[config.mk]
export PLATFORM = sky130hd
export DESIGN_NAME = mpfe_ram
export DESIGN_NICKNAME = d
export VERILOG_FILES = /design/src/rtl/mpfe_ram.sv
export SDC_FILE = /design/constraint.sdc
export NUM_CORES = 2
export LEC_CHECK = 0
export BUFFER_PORTS_ARGS = -buffer_cell sky130_fd_sc_hd__buf_4
export CAP_MARGIN = 20
export CORE_UTILIZATION = 60
export DETAILED_ROUTE_END_ITERATION = 16
export MAX_ROUTING_LAYER = met4
export PLACE_DENSITY = 0.76
export SYNTH_ARGS = -nofsm -noshare
export SYNTH_HDL_FRONTEND = slang
export SYNTH_SLANG_ARGS = --single-unit
export TNS_END_PERCENT = 50
[constraint.sdc]
create_clock -name clk -period 3.5 [get_ports clk]
set_clock_uncertainty 0.05 [all_clocks]
set_input_delay 0.175 -clock clk [delete_from_list [all_inputs] [get_ports clk]]
set_output_delay 0.175 -clock clk [all_outputs]
set_load 0.05 [all_outputs]
[src/rtl/mpfe_ram.sv]
// Generic simple dual-port RAM with registered read.
module mpfe_ram #(
  parameter int WIDTH = 8,
  parameter int DEPTH = 512
) (
  input  logic                     clk,
  input  logic                     we,
  input  logic [$clog2(DEPTH)-1:0] waddr,
  input  logic [WIDTH-1:0]         wdata,
  input  logic                     re,
  input  logic [$clog2(DEPTH)-1:0] raddr,
  output logic [WIDTH-1:0]         rdata
);

  logic [WIDTH-1:0] mem [DEPTH];
  logic [WIDTH-1:0] rdata_r;

  always_ff @(posedge clk) begin
    if (we) begin
      mem[waddr] <= wdata;
    end
    if (re) begin
      rdata_r <= mem[raddr];
    end
  end

  assign rdata = rdata_r;

endmodule

==> impl_metrics.py <==
metrics = {
    "status": {
        "status": "complete, but fails checks",
        "violations": "DRC",
    },
    "final_layout": {
        "final_cells": 12500,
        "post-route-util_pct": 68.4,
        "syn_to_final_growth_pct": 13.4,
        "fin_nets": 8631,
        "drive_above_1_share_pct": 21.7,
    },
    "cts": {
        "cts_tree": "yes",
        "clk_pin_slew_ns": 0.06,
        "clkSinkCount": 4104,
        "cts_setup_buffers": 0,
        "clock_path_buffers": 4,
        "root_buffer": "clkbuf_16",
        "cts_made_buffers": 396,
        "htreeDepth": 5,
        "clk_latency_ns": 0.97,
    },
    "placement": {
        "dp_hpwl_mm": 252,
        "port_buffers": 36,
        "dp_cells": 11700,
        "gp_congestion": 0.933,
        "pre_cts_ws_ns": -0.746,
    },
    "logic_synthesis": {
        "yosysTopAreaCell": "edfxtp_1",
        "synthTopCellsByCount": "edfxtp_1 (4104), mux2i_1 (797), mux4_2 (654)",
        "syn_area_per_cell_sq_um": 19.9,
        "yosysMostFrequentCell": "edfxtp_1",
        "synth.top_cell.area_share_pct": 77.0,
        "syn_nets": 8059,
        "syn_inst": 8030,
        "ys_types": 50,
        "ys_ff_latch": 4104,
        "synthArstFlopShare_pct": 0,
        "netlist_area_sq_um": 160000,
        "synth_ff_type": "edfxtp_1",
        "yosys_warnings": 0,
        "synth_edf_count": 4104,
        "ys_seq_area_share_pct": 77.0,
        "ys_top_cells_by_area": "edfxtp_1 (77%), mux4_2 (9.2%), mux2i_1 (5.0%)",
    },
    "timing": {
        "maxSlewViolCount": 0,
        "setup_violations": 0,
        "hold_viol": 0,
        "slew_headroom_pct": 17.8,
        "finalCriticalPeriod_ns": 3.39,
        "setup-tns-final_ns": 0,
        "max_slew.worst_pin.slew_ns": 1.23,
        "max_freq_ghz": 0.295,
        "period_share_pct": 96.9,
        "fin_ws_ns": 0.109,
        "grt_setup_unrepaired": "false",
    },
    "power_and_ir_drop": {
        "p_leak_uw": 0.0586,
        "powerDensity_nw_per_um2": 564,
        "ir_drop_mv": 0.464,
    },
    "setup_path": {
        "path_max_fanout": 21,
        "slowest_stage": "nor4_2",
        "crit_buf_inv": 5,
        "start_kind": "primary input",
        "required_ns": 4.24,
        "r2r_setup_slack_ns": 0.19,
        "critPathKind": "primary input to flip-flop",
        "critPathMostFrequentCell": "buf_4",
        "cp.arrival_ns": 4.13,
        "max_stage_delay_ns": 0.56,
        "critical-path-top-delay-family": "simple AND/OR/NAND/NOR gates",
        "crit_chain": "dlygate4sd3_1 > buf_4 > nand2b_1 > or2_2 > nor3_1 > nor4_1 > buf_4 > o311ai_0 > buf_4 > nor4_2 > buf_4 > o2111a_1",
        "end_kind": "flip-flop",
    },
    "detailed_routing": {
        "drt_iter0_markers": 12900,
        "ant_nets": 0,
        "wirelength_mm": 414,
        "post_drt_wl_per_cell_um": 33.2,
        "dr.pass1.iters": 12,
        "vias_per_cell": 6.88,
        "drc": 4,
        "vias": 85800,
    },
    "global_routing": {
        "grt_pass1_vias": 84900,
        "grt_use_total_pct": 31.7,
        "antenna_found_initial": 19,
        "grt_pass1_wl_mm": 595,
        "grt_max_degree": 116,
        "grt_overflow": 0,
    },
    "floorplan": {
        "die_width_um": 518,
        "design.core.area_sq_um": 265000,
        "start_util_pct": 60.4,
        "io_pins": 37,
        "die_area_sq_um": 269000,
        "rows": 189,
        "die_y_um": 518,
    },
    "job": {
        "cap_violations": 0,
    },
    "hold_path": {
        "hold_class": "primary input to flip-flop",
    },
}
## routing by layer
layer	global-route usage [%]	vias to the layer above	routed length, um
met4	12.6	0	18200
met5	-	-	0
met1	42.8	44100	149000
met2	47.5	6105	195000
met3	7.06	965	51500
li1	-	34600	-
## logic make-up (layout without fill, tap and decap cells)
logic type / count (synthesis) / after routing / synth area share, %
AO/OA/AOI/OAI: 979 / 979 / 4.31
AND/OR/NAND/NOR: 980 / 980 / 2.63
flip-flops: 4104 / 4104 / 77.0
buffers and inverters: 516 / 1414 / 1.85
multiplexers: 1451 / 1451 / 14.2
other: 0 / 18 / 0
## layout make-up
cell class / instances / area, sq um
fillers: 15600 / 83700
repair buffers: 687 / 6720
inverters: 3 / 18.8
clock buffers: 472 / 10200
well taps: 3533 / 4420
clock inverters: 252 / 2750
diodes: 18 / 45.0
multi-input cells: 3410 / 34000
flip-flops and latches: 4104 / 123000
## state kept, by name (all words and copies together), names as in the netlist
signal  cells
mem      4096
rdata       8
## path summary, 6_finish.rpt
path                             startpoint          end  cells after the start
worst max-delay path               raddr[3]     rdata[0]                     12
worst min-delay path               waddr[6]  mem[177][1]                      5
worst max register to register   mem[33][0]     rdata[0]                     10
worst min register to register  mem[497][1]     rdata[1]                      7
## worst reg2reg max path, stage by stage, from the launching register on
cell and delay (ns):
edfxtp_1 0.33, mux2i_1 0.09, o221ai_1 0.45, nor3_1 0.18
nor4_1 0.46, buf_4 0.20, o311ai_0 0.22, buf_4 0.23
nor4_2 0.56, buf_4 0.24, o2111a_1 0.18
## cell usage in the layout, fill, tap and decap left out, types with 32 or more instances in the layout
master,n
a21oi_1,194
nor2_1,595
nor4_1,35
nand3_1,32
a22oi_1,61
clkinv_2,73
buf_4,547
buf_12,114
o221ai_1,371
clkbuf_1,74
o22ai_1,163
clkinv_1,80
bufinv_16,52
nand4_1,32
edfxtp_1,4104
mux2i_1,797
nand2_1,97
nor3_1,108
clkbuf_16,398
o21ai_0,118
mux4_2,654
## stage by stage
step / hold WS [ns] / area (sq um) / total power (uW)
after floorplan: 0.224 / 160000 / 57800
final: 0.116 / 181000 / 102000
after global routing: 0.129 / 181000 / 105000
after global placement: 0.551 / 168000 / 60200
after detailed placement: 0.556 / 168000 / 60300
after CTS: 0.0163 / 181000 / 103000
## power breakdown
group / switching [uW] / internal (uW)
registers: 54.9 / 54100
clock network: 18200 / 24800
logic: 3440 / 1750
total: 21700 / 80700
## what timing repair did
action	CTS	global route
setup endpoints to repair	1	0
resized for setup	1	0
hold buffers	14	0
hold endpoints to repair	1151	0
(Power assumes the default switching activity.)
