--- src/rtl/mpfe_pkg.sv ---
// Shared types, constants and helpers for the page-layout framebuffer engine.
package mpfe_pkg;

  localparam int COLUMNS    = 128;
  localparam int ROWS       = 32;
  localparam int PAGES      = (ROWS + 7) / 8;
  localparam int STORE_SIZE = COLUMNS * PAGES;
  localparam int SEQ_CMDS   = 3;

  localparam int COL_W  = $clog2(COLUMNS);
  localparam int PAGE_W = (PAGES > 1) ? $clog2(PAGES) : 1;
  localparam int ADDR_W = $clog2(STORE_SIZE);
  localparam int IDX_W  = $clog2(COLUMNS + SEQ_CMDS);

  localparam logic [7:0] CMD_PAGE_BASE = 8'hB0;
  localparam logic [7:0] CMD_COL_LOW   = 8'h04;
  localparam logic [7:0] CMD_COL_HIGH  = 8'h10;

  localparam logic [2:0] OP_POINT   = 3'd0;
  localparam logic [2:0] OP_FILL    = 3'd1;
  localparam logic [2:0] OP_PATTERN = 3'd2;
  localparam logic [2:0] OP_CLEAR   = 3'd3;
  localparam logic [2:0] OP_REFRESH = 3'd4;
  localparam logic [2:0] OP_RBYTE   = 3'd5;

  localparam logic [1:0] MODE_FILL = 2'd0;
  localparam logic [1:0] MODE_HPAT = 2'd1;
  localparam logic [1:0] MODE_VPAT = 2'd2;

  typedef struct packed {
    logic [2:0] opcode;
    logic [7:0] x;
    logic [7:0] y;
    logic [7:0] x_end;
    logic [7:0] y_end;
    logic       value;
    logic [7:0] pattern;
    logic [3:0] bit_count;
    logic       vertical;
    logic       invert;
    logic       force_req;
  } in_item_t;

  typedef struct packed {
    logic       is_data;
    logic [7:0] byte_value;
    logic       frame_end;
  } out_item_t;

  // Clipped byte span of one drawing item.
  typedef struct packed {
    logic              empty;
    logic [COL_W-1:0]  x_first;
    logic [COL_W-1:0]  x_last;
    logic [2:0]        x_lo;
    logic [PAGE_W-1:0] pg_first;
    logic [PAGE_W-1:0] pg_last;
    logic [2:0]        row_lo;
    logic [2:0]        row_hi;
    logic [1:0]        mode;
    logic              val;
    logic [15:0]       pat;
  } span_t;

  // Refresh sequencer status toward the datapath.
  typedef struct packed {
    logic              active;
    logic              is_data;
    logic              last;
    logic [7:0]        cmd_byte;
    logic [ADDR_W-1:0] addr;
  } rfs_t;

  function automatic logic [ADDR_W-1:0] store_addr(input logic [COL_W-1:0] col,
                                                   input logic [PAGE_W-1:0] pg);
    return ADDR_W'(ADDR_W'(col) * ADDR_W'(PAGES) + ADDR_W'(pg));
  endfunction

endpackage

--- src/rtl/mpfe_span.sv ---
// Drawing item decode: corner ordering, clipping and byte span of the item.
module mpfe_span (
  input  mpfe_pkg::in_item_t item,
  output mpfe_pkg::span_t    span
);
  import mpfe_pkg::*;

  always_comb begin
    logic [3:0] n;
    logic [8:0] x0, x1, y0, y1, x1c, y1c;
    logic [7:0] rev;
    n   = (item.bit_count == 4'd0) ? 4'd1 : ((item.bit_count > 4'd8) ? 4'd8 : item.bit_count);
    x0  = {1'b0, item.x};
    x1  = {1'b0, item.x};
    y0  = {1'b0, item.y};
    y1  = {1'b0, item.y};
    for (int k = 0; k < 8; k++) begin
      rev[k] = item.pattern[7-k] ^ item.invert;
    end
    span.mode = MODE_FILL;
    span.pat  = 16'd0;
    unique case (item.opcode)
      OP_FILL: begin
        // swap reversed corners
        if (item.x > item.x_end) begin
          x0 = {1'b0, item.x_end};
        end else begin
          x1 = {1'b0, item.x_end};
        end
        if (item.y > item.y_end) begin
          y0 = {1'b0, item.y_end};
        end else begin
          y1 = {1'b0, item.y_end};
        end
      end
      OP_PATTERN: begin
        if (item.vertical) begin
          y1        = 9'({1'b0, item.y} + 9'(n) - 9'd1);
          span.mode = MODE_VPAT;
          span.pat  = 16'({8'd0, item.pattern ^ {8{item.invert}}} << item.y[2:0]);
        end else begin
          x1        = 9'({1'b0, item.x} + 9'(n) - 9'd1);
          span.mode = MODE_HPAT;
          span.pat  = {8'd0, rev};
        end
      end
      default: begin
      end
    endcase
    x1c = (x1 >= 9'(COLUMNS)) ? 9'(COLUMNS - 1) : x1;
    y1c = (y1 >= 9'(ROWS)) ? 9'(ROWS - 1) : y1;
    span.empty    = (x0 >= 9'(COLUMNS)) || (y0 >= 9'(ROWS));
    span.x_first  = COL_W'(x0);
    span.x_last   = COL_W'(x1c);
    span.x_lo     = x0[2:0];
    span.pg_first = PAGE_W'(y0 >> 3);
    span.pg_last  = PAGE_W'(y1c >> 3);
    span.row_lo   = y0[2:0];
    span.row_hi   = y1c[2:0];
    span.val      = item.value;
  end

endmodule

--- config.mk ---
export PLATFORM = sky130hd
export DESIGN_NAME = mpfe_span
export DESIGN_NICKNAME = d
export VERILOG_FILES = /design/src/rtl/mpfe_pkg.sv /design/src/rtl/mpfe_span.sv
export SDC_FILE = /design/constraint.sdc
export NUM_CORES = 1
export LEC_CHECK = 0
export ABC_CLOCK_PERIOD_IN_PS = 6700
export BUFFER_PORTS_ARGS = -buffer_cell sky130_fd_sc_hd__clkbuf_2
export CORE_UTILIZATION = 50
export DETAILED_ROUTE_END_ITERATION = 7
export GPL_ROUTABILITY_DRIVEN = 0
export PLACE_DENSITY = 0.78
export SLEW_MARGIN = 20
export SYNTH_ARGS = -nofsm -noshare
export SYNTH_HDL_FRONTEND = slang
export SYNTH_SLANG_ARGS = --single-unit
--- constraint.sdc ---
create_clock -name vclk -period 6.7
set_input_delay 2.01 -clock vclk [all_inputs]
set_output_delay 2.01 -clock vclk [all_outputs]
set_load 0.01 [all_outputs]
==> impl_metrics.py <==
metrics = {
    "run_status": {
        "status": "complete, no violations",
    },
    "hold_path": {
        "holdPathStages": 0,
        "hold_path.class": "in2out",
        "min_to": "span[16]",
        "min_from": "item[15]",
    },
    "routing": {
        "dr_wl_met2_um": 3020,
        "wl_met1_um": 3090,
        "drt-total-wl_um": 6620,
        "drt_iter0_markers": 174,
        "top_layer": "met4",
        "dr.pass1.iters": 5,
        "met3WireLength_um": 459,
        "drc": 0,
        "ant_nets": 0,
        "viasPerCell": 5.73,
        "wl_per_cell_um": 13.4,
        "vias": 2823,
    },
    "logic_synthesis": {
        "syn_nets": 438,
        "ys_types": 64,
        "synthTopCellsByArea": "ha_1, inv_1, nand2_1",
        "seq_area_frac_synth_pct": 0,
        "yosys.area.top_type": "ha_1",
        "ys_warn_count": 0,
        "syn_area_per_cell_um2": 6.98,
        "synth_top_area_share_pct": 19.6,
        "synthCells": 347,
        "synth_area_um2": 2420,
    },
    "global_routing": {
        "grt_overflow_total": 0,
        "grt_pass1_vias": 2511,
        "antenna_found_initial": 0,
        "grt_first_pass_wirelength_um": 11100,
        "grt_max_degree": 16,
        "grt_util_all_layers_pct": 26.0,
    },
    "place": {
        "pre_cts_ws_ps": -142,
        "numPortBuffers": 94,
        "dp_hpwl_um": 5740,
        "dpl-instance-area_um2": 2980,
    },
    "setup_path": {
        "worst_path_max_delay_cell": "fa_2",
        "max_stage_delay_ps": 370,
        "path_class": "in2out",
        "crit_chain": "clkbuf_2, inv_1, nand2_1, ha_1, inv_1, ha_1, fa_2, a211oi_2, o21ai_0, mux2_2, nor4_2, o2111a_2, nand3_1, clkbuf_2",
        "crit_required_ps": 4690,
        "crit_arrival_ps": 4530,
        "cp-start-kind": "primary input",
        "cp_max_fo": 5,
        "end_kind": "output pin",
    },
    "timing": {
        "max_freq_ghz": 0.153,
        "fin_crit_ps": 6540,
        "slew_headroom_pct": 52.2,
        "period_share_pct": 97.5,
        "setup_ws_ps": 165,
        "worst_slew_pin_slew_ps": 711,
        "finalSetupViolCount": 0,
        "rsz0062_at_grt": "true",
        "maxSlewViolCount": 0,
        "finalHoldViolCount": 0,
    },
    "final_layout": {
        "layout_commonest_cell": "clkbuf_2",
        "nNetsFinal": 534,
        "finalInstanceArea_um2": 3020,
        "regArea_um2": 0,
        "clkbuf_count": 0,
        "num_antenna_cells": 0,
        "numSequentialCells": 0,
        "final_core_util_pct": 67.0,
        "fill_cells": 411,
        "drive_above_1_share_pct": 31.1,
        "most-common-layout-cells": "clkbuf_2, inv_1, ha_1, nor2_1, nand2_1",
        "area_growth_pct": 24.6,
    },
    "die": {
        "rows": 24,
        "core_um2": 4500,
        "ioPinCount": 98,
        "die_h_um": 71.6,
        "initial_core_util_pct": 53.8,
        "die_w_um": 71.6,
        "die-area_um2": 5120,
    },
    "power_and_ir_drop": {
        "p_leak_nw": 1.62,
        "powerDensity_nw_per_um2": 80.9,
        "peakVddDrop_mv": 0.0395,
    },
    "cts": {
        "post-cts-setup-buffer-count": 0,
        "holdBufCountCts": 0,
    },
    "flow_run": {
        "max_cap_violations": 0,
    },
}
## logic make-up (layout without fill, tap and decap cells)
group	Yosys count	in the layout	share of synthesized area [%]
AOI/OAI and AO/OA	102	102	30.9
xor gates and xnor gates	19	19	6.87
adders and majority gates	40	40	21.3
buffers and inverters	68	162	11.8
muxes	14	14	7.08
other	1	1	0.155
and+or+nand+nor	103	103	22.0
## metrics by stage
step	hold WS, ps	power, mW	TNS, ps	instances
after floorplan	4110	0.163	0	347
after global placement	4020	0.231	-519	493
after detailed placement	4020	0.237	-744	493
after CTS	4020	0.239	0	493
after global routing	4020	0.272	-6.89	493
final	4020	0.244	0	493
## metal layers
| metal | global-route usage [%] | up-vias |
|---|---|---|
| li1 | - | 1441 |
| met5 | 0 | - |
| met3 | 1.27 | 6 |
| met4 | 4.58 | 0 |
| met1 | 35.9 | 1253 |
| met2 | 45.6 | 123 |
## worst max-delay path: cells and delay by family
| family | cells | cell delay [ps] |
|---|---|---|
| fa+ha+maj | 3 | 870 |
| buf+inv | 4 | 350 |
| simple gates | 3 | 330 |
| mux | 1 | 280 |
| compound gates | 3 | 680 |
## power breakdown
| part | switching, mW | total, mW | internal (mW) |
|---|---|---|---|
| combinational | 0.135 | 0.244 | 0.109 |
| clock | 0 | 0 | 0 |
| sequential | 0 | 0 | 0 |
## cells in the mapped netlist (3+ instances only)
master / instances
a21o_1: 4
ha_1: 38
mux2i_1: 7
o21ai_1: 13
buf_2: 3
xnor2_1: 7
buf_4: 7
a211oi_1: 9
nor3_1: 7
nor2_1: 28
a211o_1: 8
o21ai_0: 11
a22oi_1: 5
nand2b_1: 5
nand3_1: 10
a222oi_1: 4
a22o_1: 5
inv_1: 51
o211ai_1: 4
a21oi_1: 18
and3_1: 4
clkbuf_1: 3
mux2_2: 5
nand2_1: 28
xor2_1: 12
## repair_timing
action | 4_1_cts | 5_1_grt
resized for setup | 3 | 5
pin swaps | 0 | 4
endpoints found under the hold margin | 0 | 0
setup endpoints to repair | 12 | 12
## area by class of cell
| class | instances | area (um^2) | area share [%] |
|---|---|---|---|
| multi-input cells | 279 | 2170 | 71.9 |
| repair buffers | 109 | 583 | 19.3 |
| inverters | 53 | 199 | 6.59 |
| well taps | 52 | 65.1 | 2.16 |
## worst max-delay path by stage
| stage | slack [ps] | to | cells after the start | startpoint |
|---|---|---|---|---|
| 2_1_floorplan | 140 | span[19] | 12 | item[33] |
| 3_3_place_gp | -90 | span[20] | 14 | item[5] |
| 3_5_place_dp | -140 | span[20] | 14 | item[4] |
| 4_1_cts | 30 | span[34] | 15 | item[6] |
| 5_1_grt | -6 | span[25] | 15 | item[6] |
| 6_report | 160 | span[20] | 14 | item[6] |
Power figures use the tool's default switching activity.
