## config.mk

```make
export PLATFORM = sky130hd
export DESIGN_NAME = mpfe_refresh
export DESIGN_NICKNAME = d
export VERILOG_FILES = /design/src/rtl/mpfe_pkg.sv /design/src/rtl/mpfe_refresh.sv
export SDC_FILE = /design/constraint.sdc
export NUM_CORES = 1
export LEC_CHECK = 0
export ABC_AREA = 1
export BUFFER_PORTS_ARGS = -buffer_cell sky130_fd_sc_hd__buf_2
export CAP_MARGIN = 10
export CORE_AREA = 3 3 48 50
export DETAILED_ROUTE_END_ITERATION = 8
export DIE_AREA = 0 0 51 53
export PLACE_DENSITY = 0.76
export SYNTH_ARGS = -nofsm -noshare
export SYNTH_HDL_FRONTEND = slang
export SYNTH_SLANG_ARGS = --single-unit
```

## constraint.sdc

```tcl
create_clock -name clk -period 2.8 [get_ports clk]
set_input_delay 0.28 -clock clk [delete_from_list [all_inputs] [get_ports clk]]
set_output_delay 0.28 -clock clk [all_outputs]
set_load 0.02 [all_outputs]
```

## src/rtl/mpfe_pkg.sv

```systemverilog
// Shared types, constants and helpers for the page-layout framebuffer engine.
package mpfe_pkg;

  localparam int COLUMNS    = 128;
  localparam int ROWS       = 32;
  localparam int PAGES      = (ROWS + 7) / 8;
  localparam int STORE_SIZE = COLUMNS * PAGES;
  localparam int SEQ_CMDS   = 3;

  localparam int COL_W  = $clog2(COLUMNS);
  localparam int PAGE_W = (PAGES > 1) ? $clog2(PAGES) : 1;
  localparam int ADDR_W = $clog2(STORE_SIZE);
  localparam int IDX_W  = $clog2(COLUMNS + SEQ_CMDS);

  localparam logic [7:0] CMD_PAGE_BASE = 8'hB0;
  localparam logic [7:0] CMD_COL_LOW   = 8'h04;
  localparam logic [7:0] CMD_COL_HIGH  = 8'h10;

  localparam logic [2:0] OP_POINT   = 3'd0;
  localparam logic [2:0] OP_FILL    = 3'd1;
  localparam logic [2:0] OP_PATTERN = 3'd2;
  localparam logic [2:0] OP_CLEAR   = 3'd3;
  localparam logic [2:0] OP_REFRESH = 3'd4;
  localparam logic [2:0] OP_RBYTE   = 3'd5;

  localparam logic [1:0] MODE_FILL = 2'd0;
  localparam logic [1:0] MODE_HPAT = 2'd1;
  localparam logic [1:0] MODE_VPAT = 2'd2;

  typedef struct packed {
    logic [2:0] opcode;
    logic [7:0] x;
    logic [7:0] y;
    logic [7:0] x_end;
    logic [7:0] y_end;
    logic       value;
    logic [7:0] pattern;
    logic [3:0] bit_count;
    logic       vertical;
    logic       invert;
    logic       force_req;
  } in_item_t;

  typedef struct packed {
    logic       is_data;
    logic [7:0] byte_value;
    logic       frame_end;
  } out_item_t;

  // Clipped byte span of one drawing item.
  typedef struct packed {
    logic              empty;
    logic [COL_W-1:0]  x_first;
    logic [COL_W-1:0]  x_last;
    logic [2:0]        x_lo;
    logic [PAGE_W-1:0] pg_first;
    logic [PAGE_W-1:0] pg_last;
    logic [2:0]        row_lo;
    logic [2:0]        row_hi;
    logic [1:0]        mode;
    logic              val;
    logic [15:0]       pat;
  } span_t;

  // Refresh sequencer status toward the datapath.
  typedef struct packed {
    logic              active;
    logic              is_data;
    logic              last;
    logic [7:0]        cmd_byte;
    logic [ADDR_W-1:0] addr;
  } rfs_t;

  function automatic logic [ADDR_W-1:0] store_addr(input logic [COL_W-1:0] col,
                                                   input logic [PAGE_W-1:0] pg);
    return ADDR_W'(ADDR_W'(col) * ADDR_W'(PAGES) + ADDR_W'(pg));
  endfunction

endpackage

```

## src/rtl/mpfe_refresh.sv

```systemverilog
// Refresh sequencer: page and byte position, command bytes and data addresses.
module mpfe_refresh (
  input  logic           clk,
  input  logic           rst_n,
  input  logic           start,
  input  logic           advance,
  input  logic           flip,
  output mpfe_pkg::rfs_t rfs
);
  import mpfe_pkg::*;

  logic              active_r, active_nxt;
  logic [PAGE_W-1:0] page_r, page_nxt;
  logic [IDX_W-1:0]  idx_r, idx_nxt;
  logic [COL_W-1:0]  col;
  logic              page_end;

  assign page_end = (idx_r == IDX_W'(COLUMNS + SEQ_CMDS - 1));

  always_comb begin
    col = COL_W'(idx_r - IDX_W'(SEQ_CMDS));
    if (flip) begin
      col = COL_W'(COLUMNS - 1) - col;
    end
    rfs.active  = active_r;
    rfs.is_data = (idx_r >= IDX_W'(SEQ_CMDS));
    rfs.last    = page_end && (page_r == PAGE_W'(PAGES - 1));
    rfs.addr    = store_addr(col, page_r);
    priority if (idx_r == IDX_W'(0)) begin
      rfs.cmd_byte = 8'(CMD_PAGE_BASE + 8'(page_r));
    end else if (idx_r == IDX_W'(1)) begin
      rfs.cmd_byte = CMD_COL_LOW;
    end else begin
      rfs.cmd_byte = CMD_COL_HIGH;
    end
  end

  always_comb begin
    active_nxt = active_r;
    page_nxt   = page_r;
    idx_nxt    = idx_r;
    priority if (start) begin
      active_nxt = 1'b1;
      page_nxt   = '0;
      idx_nxt    = '0;
    end else if (advance) begin
      idx_nxt = idx_r + IDX_W'(1);
      if (page_end) begin
        idx_nxt = '0;
        if (page_r == PAGE_W'(PAGES - 1)) begin
          page_nxt   = '0;
          active_nxt = 1'b0;
        end else begin
          page_nxt = page_r + PAGE_W'(1);
        end
      end
    end
  end

  always_ff @(posedge clk) begin
    if (!rst_n) begin
      active_r <= 1'b0;
      page_r   <= '0;
      idx_r    <= '0;
    end else begin
      active_r <= active_nxt;
      page_r   <= page_nxt;
      idx_r    <= idx_nxt;
    end
  end

endmodule

```

==> results.py, run 1 <==
metrics = {
    "yosys": {
        "ys_ff_latch": 11,
        "async_reset_ff_frac": 0,
        "yosysTopAreaCell": "dfxtp_1",
        "netlist_instances": 117,
        "synth_commonest_cells": "inv_1 (19), nand2_1 (18), nor2_1 (12), dfxtp_1 (11), xor2_1 (8)",
        "synth_area_um2": 835,
        "synth-edff-count": 0,
        "synth_seq_area_share": 0.264,
        "ys_top_cells_by_area": "dfxtp_1 (26%), ha_1 (9.0%), inv_1 (8.5%)",
        "yosysMostFrequentCell": "inv_1",
        "ys_warn_count": 0,
        "synth_top_area_frac": 0.264,
        "ys.flop_type": "dfxtp_1",
        "synth_cell_types": 24,
        "avgSynthCellArea_um2": 7.13,
    },
    "die": {
        "fp.dieW_um": 51,
        "die_area_mm2": 0.00270,
        "initial_core_util": 0.430,
        "io_pins": 25,
        "fp.dieH_um": 53,
        "fp-row-count": 16,
        "coreArea_mm2": 0.00194,
    },
    "hold_path": {
        "holdCritStartpoint": "rst_n",
        "hold_end": "active_r",
        "hold_depth": 3,
        "worstHoldPathType": "primary input to flip-flop",
    },
    "setup_path": {
        "cp_num_buf_inv": 1,
        "end_kind": "output port",
        "reg2reg_to": "idx_r[0]",
        "arrival_ns": 1.56,
        "slowest_stage": "dfxtp_1",
        "start_kind": "flip-flop",
        "path_max_fanout": 7,
        "crit_chain": "ha_1 -> xor2_1 -> xnor2_1 -> buf_2",
        "cp_top_family": "flip-flops",
        "path_class": "flip-flop to output port",
        "r2r-start": "idx_r[0]",
        "ff2ff_setup_slack_ns": 1.35,
        "slowest_delay_ns": 0.48,
        "required_ns": 2.52,
        "reg2regPathDepth": 7,
    },
    "sta": {
        "period_minus_slack_ns": 1.84,
        "post-route-period-util": 0.658,
        "fin_skew_ns": 0.00620,
        "rsz0062_at_grt": "false",
        "finalSetupTns_ns": 0,
        "drv_slew": 0,
        "setup_viol": 0,
        "hold_viol": 0,
        "max_freq_mhz": 543,
    },
    "power": {
        "power_leakage_nw": 0.493,
        "p_per_area_mw_per_mm2": 362,
        "ir_drop_mv": 0.235,
    },
    "job": {
        "drv_cap": 0,
    },
    "finish": {
        "diodes": 0,
        "fill_cells": 200,
        "syn_to_final_growth_pct": 15.4,
        "drive_gt1_frac": 0.255,
        "final_cells": 164,
        "fin_nets": 149,
    },
    "placed_design": {
        "place_congestion": 0.774,
        "placed_cells": 160,
        "dp_hpwl_um": 1350,
        "port_buffers": 22,
    },
    "routing": {
        "dr.pass1.iters": 6,
        "vias": 734,
        "drt-met1-wl_um": 814,
        "routedWlPerCell_um": 10.5,
        "met2RoutedLength_um": 752,
        "highest_layer": "met4",
        "viasPerCell": 4.48,
        "drt_iter0_drc": 12,
        "drc": 0,
        "routed_wl_um": 1720,
        "drtAntennaViolNets": 0,
        "wl_met3_um": 102,
    },
    "clocking": {
        "cts_resized": 0,
        "cts_made_buffers": 3,
        "cts_tree": "yes",
        "cts_root_buf": "clkbuf_4",
        "cts_setup_buffers": 0,
        "insertion_delay_ns": 0.27,
        "cts_hold_buffers": 0,
        "htreeDepth": 1,
        "cts_sinks": 11,
        "cts_buffer_depth": 2,
        "path_clk_slew_ns": 0.07,
    },
    "global_routing": {
        "antenna_found_initial": 0,
        "grt_overflow": 0,
        "track_usage": 0.154,
        "grt_pass1_vias": 703,
        "grt_max_degree": 8,
        "grt_pass1_wl_um": 3040,
    },
    "status": {
        "status": "finished, final reports clean",
    },
}
[routing by layer]
layer | up-vias | track usage
met5 | - | 0
met4 | 0 | 0.0942
met3 | 5 | 0.0366
met2 | 25 | 0.245
met1 | 313 | 0.186
li1 | 391 | -
[tightest hold or removal path, cell delays in order]
cell and delay, ns:
buf_2 0.09, inv_1 0.06, a21oi_1 0.04
[per-stage QoR]
| step | total power, mW | worst slack, ns | instance area, µm² | util | hold WS (ns) |
|---|---|---|---|---|---|
| after global placement | 0.241 | 1.33 | 937 | 0.483 | 0.443 |
| after detailed placement | 0.242 | 1.26 | 937 | 0.483 | 0.458 |
| final | 0.349 | 0.958 | 963 | 0.496 | 0.234 |
| after floorplan | 0.223 | 1.16 | 838 | - | 0.410 |
| after global routing | 0.365 | 0.815 | 963 | 0.496 | 0.269 |
| after CTS | 0.351 | 0.951 | 963 | 0.496 | 0.236 |
[sequential cells by signal, indices dropped and copies added (netlist names)]
register and flops:
active_r 1, idx_r 8, page_r 2
[where the power goes]
group / switching, mW / internal (mW)
Clock: 0.0558 / 0.0552
Sequential: 0.00352 / 0.159
Combinational: 0.0499 / 0.0255
Total: 0.109 / 0.240
[area by class of cell]
cell class / count / area (µm²) / area share
multi-input cells: 81 / 502 / 0.521
flip-flops and latches: 11 / 220 / 0.229
repair buffers: 22 / 110 / 0.114
inverters: 19 / 71.3 / 0.0740
well taps: 27 / 33.8 / 0.0351
clock buffers: 4 / 26.3 / 0.0273
[cells by family (layout without fill, tap and decap cells)]
group	Yosys count	count (layout)	synth area share
xor gates and xnor gates	15	15	0.157
adders and majority gates	6	6	0.0900
buffers and inverters	26	45	0.139
and+or+nand+nor	52	52	0.309
DFF	11	11	0.264
AOI/OAI and AO/OA	6	6	0.0360
other	1	2	0.00449
[worst max-delay path by stage]
stage / from / end / slack, ns / cells past startpoint
floorplan: idx_r[0] / rfs[9] / 1.16 / 4
global placement: idx_r[0] / rfs[10] / 1.33 / 6
detailed placement: idx_r[0] / rfs[3] / 1.26 / 4
CTS: idx_r[0] / rfs[3] / 0.95 / 4
global route: idx_r[0] / rfs[10] / 0.81 / 6
finish: idx_r[0] / rfs[4] / 0.96 / 4
[placed cells by master (no fill, tap or decap), types with 4 or more instances in the layout]
cell type,Yosys,final
a21oi_1,4,4
buf_2,1,22
dfxtp_1,11,11
ha_1,6,6
inv_1,19,19
nand2_1,18,18
nand3_1,4,4
nand4_1,4,4
nor2_1,12,12
nor2_2,4,4
xnor2_1,7,7
xor2_1,8,8
No activity file was read; power rests on OpenSTA's default activity.
==> inputs of run 2 (changes only) <==
==> constraint.sdc (replaced) <==
create_clock -name clk -period 1.9 [get_ports clk]
set_input_delay 0.19 -clock clk [delete_from_list [all_inputs] [get_ports clk]]
set_output_delay 0.19 -clock clk [all_outputs]
set_load 0.02 [all_outputs]
==> run 2 against run 1 <==
Via count unchanged. Flip-flop and latch count did not move. Clock power grew 45%. First-iteration DRC count increased by 50%. Core utilization unchanged. Count of clock-buffer cells in the layout did not move. Sequential power rose by 47%. Sequential share of layout area is the same. Setup slack got worse by 0.81 ns. Critical path depth is the same. Largest cell class unchanged. Largest power group unchanged.
==> results.py, run 2 (same netlist as run 1, synthesis figures left out) <==
metrics = {
    "global_routing": {
        "grt_overflow": 0,
        "track_usage": 0.150,
        "grt_max_degree": 8,
        "use_met3": 0.0225,
        "grt_pass1_vias": 709,
        "grt_use_met2": 0.236,
        "antenna_found_initial": 0,
        "grt_pass1_wl_um": 3050,
        "top_usage_layer": "met2",
        "grt_util_met1": 0.192,
    },
    "placed_design": {
        "port_buffers": 22,
        "dp_hpwl_um": 1340,
        "place_congestion": 0.774,
    },
    "sta": {
        "setup_viol": 0,
        "fin_skew_ns": 0.00271,
        "max_freq_mhz": 572,
        "finalSetupTns_ns": 0,
        "hold_viol": 0,
        "rsz0062_at_grt": "false",
        "period_minus_slack_ns": 1.75,
        "post-route-period-util": 0.920,
        "drv_slew": 0,
    },
    "finish": {
        "final_cell_mix": "buf_2 (22), inv_1 (19), nand2_1 (18)",
        "syn_to_final_growth_pct": 15.4,
        "reg_top3": "idx_r x8, page_r x2, active_r x1",
        "diodes": 0,
        "fill_cells": 190,
        "fin_nets": 149,
        "final_common_cell": "buf_2",
        "drive_gt1_frac": 0.255,
        "largest_register": "idx_r",
        "largest_reg_flops": 8,
        "utilization": 0.496,
    },
    "power": {
        "p_comb_frac": 0.217,
        "internal-power_uw": 354,
        "power_leakage_nw": 0.493,
        "p_per_area_mw_per_mm2": 531,
        "clockPowerShare": 0.315,
        "ir_drop_mv": 0.348,
        "total_power_uw": 511,
        "seqPwrFrac": 0.468,
        "power_switching_uw": 158,
        "switching_share": 0.309,
    },
    "setup_path": {
        "end_kind": "output port",
        "path_class": "flip-flop to output port",
        "crit_chain": "ha_1 -> xor2_1 -> xnor2_1 -> buf_2",
        "slowest_delay_ns": 0.48,
        "start_kind": "flip-flop",
        "cp_num_buf_inv": 1,
        "arrival_ns": 1.56,
        "slowest_stage": "dfxtp_1",
        "required_ns": 1.71,
        "path_max_fanout": 7,
        "cp_top_family": "flip-flops",
    },
    "die": {
        "die_area_mm2": 0.00270,
        "fp.dieH_um": 53,
        "initial_core_util": 0.430,
        "fp-row-count": 16,
        "coreArea_mm2": 0.00194,
        "io_pins": 25,
        "fp.dieW_um": 51,
    },
    "job": {
        "drv_cap": 0,
    },
    "routing": {
        "drtAntennaViolNets": 0,
        "routed_wl_um": 1660,
        "dr.pass1.iters": 4,
        "drt_iter0_drc": 18,
        "viasPerCell": 4.48,
        "drc": 0,
        "vias": 734,
        "routedWlPerCell_um": 10.1,
    },
    "clocking": {
        "path_clk_slew_ns": 0.07,
        "cts_hold_buffers": 0,
        "cts_buffer_depth": 2,
        "cts_made_buffers": 3,
        "cts_resized": 0,
        "cts_tree": "yes",
        "cts_root_buf": "clkbuf_4",
        "cts_setup_buffers": 0,
        "insertion_delay_ns": 0.27,
        "htreeDepth": 1,
        "cts_sinks": 11,
    },
    "status": {
        "status": "finished, final reports clean",
    },
    "hold_path": {
        "worstHoldPathType": "primary input to flip-flop",
    },
}
==> run 2: cell counts in the layout (fill, tap and decap cells not counted) <==
No cell type changed its count.
==> run 2: routing by layer <==
layer / vias to the layer above / share of wire
li1: 395 / -
met1: 311 / 0.49
met2: 23 / 0.43
met3: 5 / 0.054
met4: 0 / 0.025
met5: - / 0
==> run 2: worst reg2reg max path: cells and delay by family, from the launching register on <==
family	cells	cell delay (ns)
AND/OR/NAND/NOR	4	0.42
flip-flops	1	0.48
adder cells (fa/ha/maj)	1	0.23
AO/OA/AOI/OAI	1	0.12
buffers and inverters	1	0.13
==> run 2: worst paths after layout <==
path         startpoint       end  slack (ns)  cells after the start
min reg2reg    active_r  active_r        0.46                      2
max reg2reg    idx_r[0]  idx_r[0]        0.46                      7
min               rst_n  active_r        0.16                      3
max            idx_r[0]    rfs[4]        0.15                      4
==> run 2: metrics by stage <==
| step | std cells | hold WS, ns | setup WS, ns | cell area, µm² |
|---|---|---|---|---|
| final | 164 | 0.156 | 0.153 | 963 |
| after global routing | 164 | 0.179 | 0.0415 | 963 |
| after CTS | 164 | 0.148 | 0.149 | 963 |
| after detailed placement | 160 | 0.439 | 0.446 | 937 |
| after global placement | 160 | 0.428 | 0.518 | 937 |
| after floorplan | 118 | 0.320 | 0.347 | 838 |
==> run 2: area by class of cell <==
cell class                 count  area (µm²)  area share
sequential                    11         220       0.229
clock buffer                   4        26.3      0.0273
timing repair buffer          22         110       0.114
inverter                      19        71.3      0.0740
tap                           27        33.8      0.0351
multi-input combinational     81         502       0.521
==> run 2: power groups by stage <==
stage                     clock [mW]  sequential (mW)  combinational [mW]
after global routing           0.172            0.240               0.122
final                          0.161            0.239               0.111
after global placement             0            0.244               0.110
after detailed placement           0            0.245               0.111
after floorplan                    0            0.244              0.0855
after CTS                      0.164            0.239               0.112
